==> src/rtl/dcsm_pkg.sv <==
// Shared codes, widths and register reset values for the charging-dock controller.
package dcsm_pkg;

   localparam int unsigned TIME_W   = 32;
   localparam int unsigned CUR_W    = 16;
   localparam int unsigned THRESH_W = 15;
   localparam int unsigned DEB_W    = 16;
   localparam int unsigned CSR_W    = 32;
   localparam int unsigned CSR_IDX_W = 3;

   // request function codes
   localparam logic [1:0] FUNC_TICK      = 2'd0;
   localparam logic [1:0] FUNC_FORCE_OFF = 2'd1;
   localparam logic [1:0] FUNC_CLR_FAULT = 2'd2;
   localparam logic [1:0] FUNC_NOP       = 2'd3;

   // fault codes
   localparam logic [1:0] FAULT_OK       = 2'd0;
   localparam logic [1:0] FAULT_OVERLOAD = 2'd1;
   localparam logic [1:0] FAULT_FORCED   = 2'd2;

   // indicator codes
   localparam logic [2:0] LED_OFF      = 3'd0;
   localparam logic [2:0] LED_DOCKED   = 3'd1;
   localparam logic [2:0] LED_CHARGING = 3'd2;
   localparam logic [2:0] LED_CHARGED  = 3'd3;
   localparam logic [2:0] LED_FAULT    = 3'd4;

   // control register indexes
   localparam logic [CSR_IDX_W-1:0] CSR_OVERCURRENT = 3'd0;
   localparam logic [CSR_IDX_W-1:0] CSR_CHARGED     = 3'd1;
   localparam logic [CSR_IDX_W-1:0] CSR_BEAM_BROKEN = 3'd2;
   localparam logic [CSR_IDX_W-1:0] CSR_BEAM_CLEAR  = 3'd3;
   localparam logic [CSR_IDX_W-1:0] CSR_DOCK_DEB    = 3'd4;
   localparam logic [CSR_IDX_W-1:0] CSR_BLOCKED     = 3'd5;
   localparam logic [CSR_IDX_W-1:0] CSR_STABLE      = 3'd6;
   localparam logic [CSR_IDX_W-1:0] CSR_IDLE_AFTER  = 3'd7;

   // control register reset values
   localparam logic [THRESH_W-1:0] RST_OVERCURRENT = 15'd3000;
   localparam logic [THRESH_W-1:0] RST_CHARGED     = 15'd100;
   localparam logic [DEB_W-1:0]    RST_BEAM_BROKEN = 16'd200;
   localparam logic [DEB_W-1:0]    RST_BEAM_CLEAR  = 16'd500;
   localparam logic [DEB_W-1:0]    RST_DOCK_DEB    = 16'd1000;
   localparam logic [DEB_W-1:0]    RST_BLOCKED     = 16'd2500;
   localparam logic [TIME_W-1:0]   RST_STABLE      = 32'd90000;
   localparam logic [TIME_W-1:0]   RST_IDLE_AFTER  = 32'd300000;

   // fixed unblock debounce while charging
   localparam logic [TIME_W-1:0] UNBLOCK_MS = 32'd600;

endpackage

==> src/rtl/dock_charge_state_machine_core.sv <==
// Charging-dock controller: input register, mode update logic and result register.
// Pipeline: a request waits in the input register, then its result is registered; a stalled response holds it.
// Throughput: one request per cycle while the response side keeps up; the only loop is the mode and timer
//   update, which is combinational between the input register and the state registers.
// Reset: synchronous, active high; clears the pipeline valids, mode to boot, fault,
//   gate, idle and settled flags, all debounce timestamps, and loads the register defaults.
module dock_charge_state_machine_core (
   input  logic                               clock,
   input  logic                               reset,
   // request channel
   input  logic                               req_valid,
   output logic                               req_ready,
   input  logic [1:0]                         req_func,
   input  logic [dcsm_pkg::TIME_W-1:0]        req_now_ms,
   input  logic                               req_beam_present,
   input  logic                               req_obstacles_blocked,
   input  logic signed [dcsm_pkg::CUR_W-1:0]  req_current_ma,
   input  logic                               req_sense_ok,
   input  logic                               req_gate_available,
   // response channel
   output logic                               rsp_valid,
   input  logic                               rsp_ready,
   output logic [2:0]                         rsp_mode,
   output logic [1:0]                         rsp_fault_code,
   output logic                               rsp_gate_on,
   output logic                               rsp_idle_flag,
   output logic                               rsp_mode_changed,
   output logic [2:0]                         rsp_led_code,
   // control register write port
   input  logic                               csr_we,
   input  logic [dcsm_pkg::CSR_IDX_W-1:0]     csr_index,
   input  logic [dcsm_pkg::CSR_W-1:0]         csr_wdata
);
   import dcsm_pkg::*;

   typedef enum logic [2:0] {
      MODE_BOOT        = 3'd0,
      MODE_NOT_DOCKED  = 3'd1,
      MODE_DOCKED_IDLE = 3'd2,
      MODE_CHARGING    = 3'd3,
      MODE_CHARGED     = 3'd4,
      MODE_FAULT       = 3'd5
   } mode_type;

   // ---------------------------------------------------------------------------
   // Control registers
   // ---------------------------------------------------------------------------
   logic [THRESH_W-1:0] oc_ma_ff, chg_ma_ff;
   logic [DEB_W-1:0]    beam_brk_ff, beam_clr_ff, dock_deb_ff, blk_deb_ff;
   logic [TIME_W-1:0]   stable_ff, idle_after_ff;

   always_ff @(posedge clock) begin
      if (reset) begin
         oc_ma_ff      <= RST_OVERCURRENT;
         chg_ma_ff     <= RST_CHARGED;
         beam_brk_ff   <= RST_BEAM_BROKEN;
         beam_clr_ff   <= RST_BEAM_CLEAR;
         dock_deb_ff   <= RST_DOCK_DEB;
         blk_deb_ff    <= RST_BLOCKED;
         stable_ff     <= RST_STABLE;
         idle_after_ff <= RST_IDLE_AFTER;
      end else if (csr_we) begin
         unique case (csr_index)
            CSR_OVERCURRENT: oc_ma_ff      <= csr_wdata[THRESH_W-1:0];
            CSR_CHARGED:     chg_ma_ff     <= csr_wdata[THRESH_W-1:0];
            CSR_BEAM_BROKEN: beam_brk_ff   <= csr_wdata[DEB_W-1:0];
            CSR_BEAM_CLEAR:  beam_clr_ff   <= csr_wdata[DEB_W-1:0];
            CSR_DOCK_DEB:    dock_deb_ff   <= csr_wdata[DEB_W-1:0];
            CSR_BLOCKED:     blk_deb_ff    <= csr_wdata[DEB_W-1:0];
            CSR_STABLE:      stable_ff     <= csr_wdata[TIME_W-1:0];
            CSR_IDLE_AFTER:  idle_after_ff <= csr_wdata[TIME_W-1:0];
         endcase
      end
   end

   // ---------------------------------------------------------------------------
   // Input register. It refills in the same cycle it hands its request on, so a
   // transfer can be taken every cycle while the response side keeps up.
   // ---------------------------------------------------------------------------
   logic                in_vld_ff;
   logic [1:0]          in_func_ff;
   logic [TIME_W-1:0]   in_now_ff;
   logic                in_beam_ff, in_blk_ff, in_sense_ff, in_gavail_ff;
   logic [CUR_W-1:0]    in_cur_ff;
   logic                advance;
   logic                rsp_vld_ff;

   assign advance   = in_vld_ff && (!rsp_vld_ff || rsp_ready);
   assign req_ready = !in_vld_ff || advance;

   always_ff @(posedge clock) begin
      if (reset) begin
         in_vld_ff <= 1'b0;
      end else if (req_ready) begin
         in_vld_ff <= req_valid;
      end
   end

   always_ff @(posedge clock) begin
      if (req_valid && req_ready) begin
         in_func_ff   <= req_func;
         in_now_ff    <= req_now_ms;
         in_beam_ff   <= req_beam_present;
         in_blk_ff    <= req_obstacles_blocked;
         in_cur_ff    <= req_current_ma;
         in_sense_ff  <= req_sense_ok;
         in_gavail_ff <= req_gate_available;
      end
   end

   // ---------------------------------------------------------------------------
   // Controller state
   // ---------------------------------------------------------------------------
   mode_type          mode_ff, mode_in;
   logic [1:0]        fault_ff, fault_in;
   logic              gate_ff, gate_in;
   logic              idle_ff, idle_in;
   logic              settled_ff, settled_in;
   logic [TIME_W-1:0] docked_at_ff, docked_at_in;
   logic [TIME_W-1:0] low_since_ff, low_since_in;
   logic [TIME_W-1:0] charged_at_ff, charged_at_in;
   logic [TIME_W-1:0] blk_since_ff, blk_since_in;
   logic [TIME_W-1:0] unblk_since_ff, unblk_since_in;
   logic [TIME_W-1:0] on_since_ff, on_since_in;
   logic [TIME_W-1:0] off_since_ff, off_since_in;

   // Magnitude of the current; the most negative reading comes out as 32768.
   logic [CUR_W-1:0]  iabs;
   logic              overcurrent, low_current;
   assign iabs        = in_cur_ff[CUR_W-1] ? (~in_cur_ff + 1'b1) : in_cur_ff;
   assign overcurrent = in_sense_ff && gate_ff && (iabs > {1'b0, oc_ma_ff});
   assign low_current = in_sense_ff && (iabs < {1'b0, chg_ma_ff});

   // Elapsed times, all modulo 2^32
   logic [TIME_W-1:0] el_on, el_off, el_dock, el_blk, el_unblk, el_low, el_chg;
   assign el_on    = in_now_ff - on_since_ff;
   assign el_off   = in_now_ff - off_since_ff;
   assign el_dock  = in_now_ff - docked_at_ff;
   assign el_blk   = in_now_ff - blk_since_ff;
   assign el_unblk = in_now_ff - unblk_since_ff;
   assign el_low   = in_now_ff - low_since_ff;
   assign el_chg   = in_now_ff - charged_at_ff;

   logic off_done, on_done;
   assign off_done = el_off >= {{(TIME_W-DEB_W){1'b0}}, beam_clr_ff};
   assign on_done  = el_on  >= {{(TIME_W-DEB_W){1'b0}}, beam_brk_ff};

   always_comb begin
      logic settled_v;
      logic go_idle;
      settled_v      = settled_ff;
      go_idle        = 1'b0;
      mode_in        = mode_ff;
      fault_in       = fault_ff;
      gate_in        = gate_ff;
      idle_in        = idle_ff;
      settled_in     = settled_ff;
      docked_at_in   = docked_at_ff;
      low_since_in   = low_since_ff;
      charged_at_in  = charged_at_ff;
      blk_since_in   = blk_since_ff;
      unblk_since_in = unblk_since_ff;
      on_since_in    = on_since_ff;
      off_since_in   = off_since_ff;

      unique case (in_func_ff)
         FUNC_TICK: begin
            if (overcurrent) begin
               gate_in  = 1'b0;
               fault_in = FAULT_OVERLOAD;
               mode_in  = MODE_FAULT;
            end else begin
               unique case (mode_ff)
                  MODE_BOOT: begin
                     if (in_beam_ff) begin
                        mode_in      = MODE_DOCKED_IDLE;
                        docked_at_in = in_now_ff;
                     end else begin
                        mode_in = MODE_NOT_DOCKED;
                     end
                  end
                  MODE_NOT_DOCKED: begin
                     gate_in      = 1'b0;
                     idle_in      = 1'b0;
                     off_since_in = '0;
                     if (!in_beam_ff) begin
                        on_since_in = '0;
                     end else if (on_since_ff == '0) begin
                        on_since_in = in_now_ff;
                     end else if (on_done) begin
                        docked_at_in = in_now_ff;
                        settled_in   = 1'b0;
                        on_since_in  = '0;
                        mode_in      = MODE_DOCKED_IDLE;
                     end
                  end
                  MODE_DOCKED_IDLE: begin
                     on_since_in = '0;
                     if (!in_beam_ff) begin
                        gate_in = 1'b0;
                        if (off_since_ff == '0) begin
                           off_since_in = in_now_ff;
                        end else if (off_done) begin
                           off_since_in = '0;
                           mode_in      = MODE_NOT_DOCKED;
                        end
                     end else begin
                        off_since_in = '0;
                        settled_v    = settled_ff ||
                                       (el_dock >= {{(TIME_W-DEB_W){1'b0}}, dock_deb_ff});
                        settled_in   = settled_v;
                        if (!in_blk_ff) begin
                           blk_since_in = '0;
                           gate_in      = 1'b0;
                        end else if (settled_v && in_gavail_ff) begin
                           if (blk_since_ff == '0) begin
                              blk_since_in = in_now_ff;
                           end else if (el_blk >= {{(TIME_W-DEB_W){1'b0}}, blk_deb_ff}) begin
                              gate_in      = 1'b1;
                              low_since_in = '0;
                              blk_since_in = '0;
                              mode_in      = MODE_CHARGING;
                           end
                        end
                     end
                  end
                  MODE_CHARGING: begin
                     on_since_in = '0;
                     if (!in_beam_ff) begin
                        gate_in = 1'b0;
                        if (off_since_ff == '0) begin
                           off_since_in = in_now_ff;
                        end else if (off_done) begin
                           off_since_in = '0;
                           mode_in      = MODE_NOT_DOCKED;
                        end
                     end else begin
                        off_since_in = '0;
                        // obstacles cleared: gate drops at once, mode follows after debounce
                        if (in_blk_ff) begin
                           unblk_since_in = '0;
                        end else begin
                           gate_in = 1'b0;
                           if (unblk_since_ff == '0) begin
                              unblk_since_in = in_now_ff;
                           end else if (el_unblk >= UNBLOCK_MS) begin
                              unblk_since_in = '0;
                              blk_since_in   = '0;
                              mode_in        = MODE_DOCKED_IDLE;
                              go_idle        = 1'b1;
                           end
                        end
                        if (!go_idle) begin
                           if (low_current) begin
                              if (low_since_ff == '0) begin
                                 low_since_in = in_now_ff;
                              end else if (el_low >= stable_ff) begin
                                 gate_in       = 1'b0;
                                 charged_at_in = in_now_ff;
                                 idle_in       = 1'b0;
                                 mode_in       = MODE_CHARGED;
                              end
                           end else begin
                              low_since_in = '0;
                           end
                        end
                     end
                  end
                  MODE_CHARGED: begin
                     gate_in     = 1'b0;
                     on_since_in = '0;
                     if ((idle_after_ff != '0) && (el_chg >= idle_after_ff)) begin
                        idle_in = 1'b1;
                     end
                     if (!in_beam_ff) begin
                        if (off_since_ff == '0) begin
                           off_since_in = in_now_ff;
                        end else if (off_done) begin
                           off_since_in = '0;
                           mode_in      = MODE_NOT_DOCKED;
                           idle_in      = 1'b0;
                        end
                     end else begin
                        off_since_in = '0;
                     end
                  end
                  default: begin
                     gate_in = 1'b0;
                  end
               endcase
            end
         end
         FUNC_FORCE_OFF: begin
            gate_in  = 1'b0;
            fault_in = FAULT_FORCED;
            mode_in  = MODE_FAULT;
         end
         FUNC_CLR_FAULT: begin
            if (mode_ff == MODE_FAULT) begin
               gate_in  = 1'b0;
               fault_in = FAULT_OK;
               if (in_beam_ff) begin
                  docked_at_in = in_now_ff;
                  settled_in   = 1'b0;
                  mode_in      = MODE_DOCKED_IDLE;
               end else begin
                  mode_in = MODE_NOT_DOCKED;
               end
            end
         end
         FUNC_NOP: begin
            // unused code: state untouched, response reports it
         end
      endcase
   end

   logic [2:0] led_in;
   always_comb begin
      unique case (mode_in)
         MODE_DOCKED_IDLE: led_in = LED_DOCKED;
         MODE_CHARGING:    led_in = LED_CHARGING;
         MODE_CHARGED:     led_in = LED_CHARGED;
         MODE_FAULT:       led_in = LED_FAULT;
         default:          led_in = LED_OFF;
      endcase
   end

   // ---------------------------------------------------------------------------
   // State and result register: updated together whenever a request advances
   // ---------------------------------------------------------------------------
   logic [2:0] rsp_mode_ff, rsp_led_ff;
   logic [1:0] rsp_fault_ff;
   logic       rsp_gate_ff, rsp_idle_ff, rsp_chg_ff;

   always_ff @(posedge clock) begin
      if (reset) begin
         rsp_vld_ff     <= 1'b0;
         mode_ff        <= MODE_BOOT;
         fault_ff       <= FAULT_OK;
         gate_ff        <= 1'b0;
         idle_ff        <= 1'b0;
         settled_ff     <= 1'b0;
         docked_at_ff   <= '0;
         low_since_ff   <= '0;
         charged_at_ff  <= '0;
         blk_since_ff   <= '0;
         unblk_since_ff <= '0;
         on_since_ff    <= '0;
         off_since_ff   <= '0;
      end else begin
         if (advance) begin
            rsp_vld_ff     <= 1'b1;
            mode_ff        <= mode_in;
            fault_ff       <= fault_in;
            gate_ff        <= gate_in;
            idle_ff        <= idle_in;
            settled_ff     <= settled_in;
            docked_at_ff   <= docked_at_in;
            low_since_ff   <= low_since_in;
            charged_at_ff  <= charged_at_in;
            blk_since_ff   <= blk_since_in;
            unblk_since_ff <= unblk_since_in;
            on_since_ff    <= on_since_in;
            off_since_ff   <= off_since_in;
         end else if (rsp_ready) begin
            rsp_vld_ff <= 1'b0;
         end
      end
   end

   always_ff @(posedge clock) begin
      if (advance) begin
         rsp_mode_ff  <= mode_in;
         rsp_fault_ff <= (mode_in == MODE_FAULT) ? fault_in : FAULT_OK;
         rsp_gate_ff  <= gate_in;
         rsp_idle_ff  <= idle_in;
         rsp_chg_ff   <= (mode_in != mode_ff);
         rsp_led_ff   <= led_in;
      end
   end

   assign rsp_valid        = rsp_vld_ff;
   assign rsp_mode         = rsp_mode_ff;
   assign rsp_fault_code   = rsp_fault_ff;
   assign rsp_gate_on      = rsp_gate_ff;
   assign rsp_idle_flag    = rsp_idle_ff;
   assign rsp_mode_changed = rsp_chg_ff;
   assign rsp_led_code     = rsp_led_ff;

   // ---------------------------------------------------------------------------
   // Assertions
   // ---------------------------------------------------------------------------
   // gate may only be driven while charging
   a_gate_only_charging: assert property (@(posedge clock) disable iff (reset)
      gate_ff |-> (mode_ff == MODE_CHARGING))
      else $error("gate on outside charging");

   // fault code reported only in fault mode
   a_fault_code_mode: assert property (@(posedge clock) disable iff (reset)
      rsp_valid |-> ((rsp_fault_code == FAULT_OK) || (rsp_mode == MODE_FAULT)))
      else $error("fault code outside fault mode");

   // boot is never re-entered once left
   a_no_boot_return: assert property (@(posedge clock) disable iff (reset)
      (rsp_valid && rsp_mode_changed) |-> (rsp_mode != MODE_BOOT))
      else $error("mode changed back to boot");

   // a transfer into a full, stalled input register would drop a request
   a_no_overrun: assert property (@(posedge clock) disable iff (reset)
      (in_vld_ff && !advance) |-> !req_ready)
      else $error("request accepted over a stalled one");

endmodule
==> config.mk <==
export PLATFORM = sky130hd
export DESIGN_NAME = dock_charge_state_machine_core
export DESIGN_NICKNAME = d
export VERILOG_FILES = /design/src/rtl/dcsm_pkg.sv /design/src/rtl/dock_charge_state_machine_core.sv
export SDC_FILE = /design/constraint.sdc
export NUM_CORES = 2
export LEC_CHECK = 0
export BUFFER_PORTS_ARGS = -buffer_cell sky130_fd_sc_hd__clkbuf_2
export CAP_MARGIN = 20
export CORE_MARGIN = 2
export CORE_UTILIZATION = 52
export CTS_BUF_LIST = sky130_fd_sc_hd__clkbuf_8
export DETAILED_ROUTE_END_ITERATION = 12
export HOLD_SLACK_MARGIN = 0.03
export PLACE_DENSITY = 0.69
export SLEW_MARGIN = 25
export SYNTH_ARGS = -nofsm -noshare
export SYNTH_HDL_FRONTEND = slang
export SYNTH_SLANG_ARGS = --single-unit
==> constraint.sdc <==
create_clock -name clock -period 13.3 [get_ports clock]
set_input_delay 3.325 -clock clock [delete_from_list [all_inputs] [get_ports clock]]
set_output_delay 3.325 -clock clock [all_outputs]
set_load 0.005 [all_outputs]
==> reports/metrics.cfg <==
[outcome]
status=completed

[cells_and_area]
nFillCells=6141
final_layout_size_suffix_gt1_frac=0.0801
multi_input_area_um2=22400
ff_latch_area_um2=9800
area_delta_synth_final_pct=9.47
nNetsFinal=5010
finalNonFillerCells=5471

[setup_path]
slowest_delay_ns=0.61
crit_path_max_fanout=8
crit_family=compound AO/OA/AOI/OAI gates
crit_buf_inv=2
worst_path_max_delay_cell=a2111oi_0
r2r_end=rsp_mode_changed
startpoint_type=register
arrival_ns=7.66
path_common_cell=o21ai_0
cp-end-kind=register
r2r_slack_ns=6.07
path_class=reg -> reg
required_ns=13.73
r2r-start=in_now_ff[0]
reg2reg_depth=28

[logic_synthesis]
syn_nets=4969
synth.area.top_cells=dfxtp_1 23%, ha_1 14%, a21oi_1 6.8%, nand2_1 5.7%, edfxtp_1 5.7%
yosysMostFrequentCell=nand2_1
synth-seq-cells=457
yosysWarnings=0
async_flop_share=0
ys.flop_type=dfxtp_1
synth.top_cell.area_share=0.227
netlist_area_um2=34500
synth_area_per_cell_um2=7.69
ys_top_cells_by_count=528 x nand2_1, 469 x a21oi_1, 426 x inv_1, 392 x dfxtp_1, 375 x ha_1
synth_edf_count=65
yosysSeqAreaShare=0.284
yosys.area.top_type=dfxtp_1
ys_types=104
syn_inst=4493

[min_path]
holdPathEnd=oc_ma_ff[2]
min_path_cells=2
min-delay-start=oc_ma_ff[2]
min_path_type=reg -> reg

[grt]
grt_max_degree=184
antenna_found_initial=6
grt_pass1_vias=30539
grt_pass1_wl_mm=170
grt_overflow=0
track_usage=0.315

[placed_design]
dp.cells=5310
port_buffers=106
dp_hpwl_mm=76.9
routabilityCongestion=0.973

[routing]
vias=32495
wirelength_mm=109
drc=0
ant_nets=0
drtPass1Iterations=5
wl_per_cell_um=19.9
via_per_inst=5.94
drt-initial-drc-count=3059

[pwr]
p_clk_frac=0.411
powerDensity_nw_per_um2=100
switching_share=0.312
seqPwrFrac=0.383
power_frac_comb=0.206
p_switching_w=0.00119
irDropWorstVdd_uv=116
intPower_w=0.00261
leakage_nw=14.4

[floorplanning]
row_count=94
die_h_um=262
initial_utilization=0.525
core_um2=65700
die_w_um=262
dieArea_um2=68500
pin_count=107

[cts]
cts.reportedPaths.clkPinSlew_ns=0.06
cts_root_buf=clkbuf_8
clkLatencyLatePin_ns=0.73
cts.htree.levels=3
ctsHoldBuffers=0
numCtsBuffers=86
cts_setup_buffers=0
clk_path_buf_depth=3
cts_tree=done
cts_resized=0
cts.sinks=457

[timing]
finalMaxSlewViolations=0
skew_ns=0.0459
final.setup.tns_ns=0
fmax_ghz=0.138
worstMarginPinSlew_ns=1.11
timing.hold.ws_ns=0.453
rsz0062_at_grt=false
setup_viol=0
hold_viol=0
finalCriticalPeriod_ns=7.23
timing.max_slew.rel_slack=0.255
period_share=0.544

[flow_run]
cap_violations=0

power groups by stage:
stage,registers [W],logic (W),clock network (W)
after global routing,0.00146,0.000868,0.00164
after detailed placement,0.00148,0.000767,0
after global placement,0.00148,0.000763,0
after CTS,0.00145,0.000773,0.00158
final,0.00145,0.000784,0.00156
after floorplan,0.00149,0.000540,0
flip-flops by register name, summed over array words and instances, names as in the netlist, 32 cells and up:
name and count:
off_since_ff 32, docked_at_ff 32, low_since_ff 32, in_now_ff 32
on_since_ff 32, unblk_since_ff 32, blk_since_ff 32, charged_at_ff 32
idle_after_ff 32, stable_ff 32
layout make-up:
type,count,share of cell area
Multi-Input combinational cell,3393,0.592
Sequential cell,457,0.259
Inverter,430,0.0427
Clock buffer,103,0.0375
Tap cell,864,0.0286
Timing Repair Buffer,166,0.0265
Clock inverter,56,0.0139
Antenna cell,2,0.000132
cells by family after synthesis:
kind of cell	count (synthesis)	share of synthesized area
multiplexers	84	0.0246
flip-flops	457	0.284
adder cells (fa/ha/maj)	382	0.140
AND/OR/NAND/NOR	1570	0.219
buffers and inverters	643	0.0715
AO/OA/AOI/OAI	1185	0.217
XOR/XNOR	172	0.0438
how the worst max path moves through the flow:
stage | start | endpoint | slack [ns] | cells past startpoint
floorplan | rsp_ready | req_ready | 6.38 | 2
finish | in_now_ff[0] | rsp_mode_changed | 6.07 | 28
CTS | in_now_ff[0] | rsp_mode_changed | 6.05 | 23
global route | in_now_ff[0] | rsp_mode_changed | 5.44 | 28
global placement | rsp_ready | req_ready | 6.17 | 4
detailed placement | in_now_ff[0] | rsp_mode_changed | 6.08 | 23
stage by stage:
step,setup slack [ns],total power (W),instance area (um2),util
final,6.07,0.00380,37800,0.575
after floorplan,6.38,0.00203,34500,-
after global placement,6.17,0.00224,35900,0.545
after global routing,5.44,0.00397,37800,0.575
after detailed placement,6.08,0.00225,35900,0.545
after CTS,6.05,0.00381,37800,0.575
worst reg2reg max path, delay by kind of cell (launching register included):
kind | cells | cell delay [ns]
compound gates | 17 | 4.35
xor+xnor | 1 | 0.09
fa+ha+maj | 2 | 0.56
buf+inv | 2 | 0.57
flops | 1 | 0.53
simple gates | 6 | 0.86
per-layer routing:
layer / routed length [um] / track usage
met2: 49500 / 0.514
met3: 7470 / 0.0503
met4: 5270 / 0.144
met1: 46600 / 0.408
met5: 13 / 0
layout by cell type (no fill, tap or decap), drive strengths merged, types with 14 or more instances in the layout:
master / count
edfxtp: 65
nand2: 528
a21o: 87
clkbuf: 208
and2: 16
ha: 375
nand2b: 80
buf: 61
nor2: 354
a31oi: 26
nor3: 64
nor4: 67
a211o: 36
o31ai: 46
a21oi: 471
o21a: 40
nand3: 161
a2111oi: 22
o21bai: 32
o21ai: 219
a211oi: 36
or3: 47
nand3b: 62
clkinv: 15
dfxtp: 392
inv: 461
xor2: 61
nand4: 61
nor2b: 49
nor3b: 14
xnor2: 111
o211ai: 33
mux2i: 76
and3: 29
No activity file was read; power rests on OpenSTA's default activity.
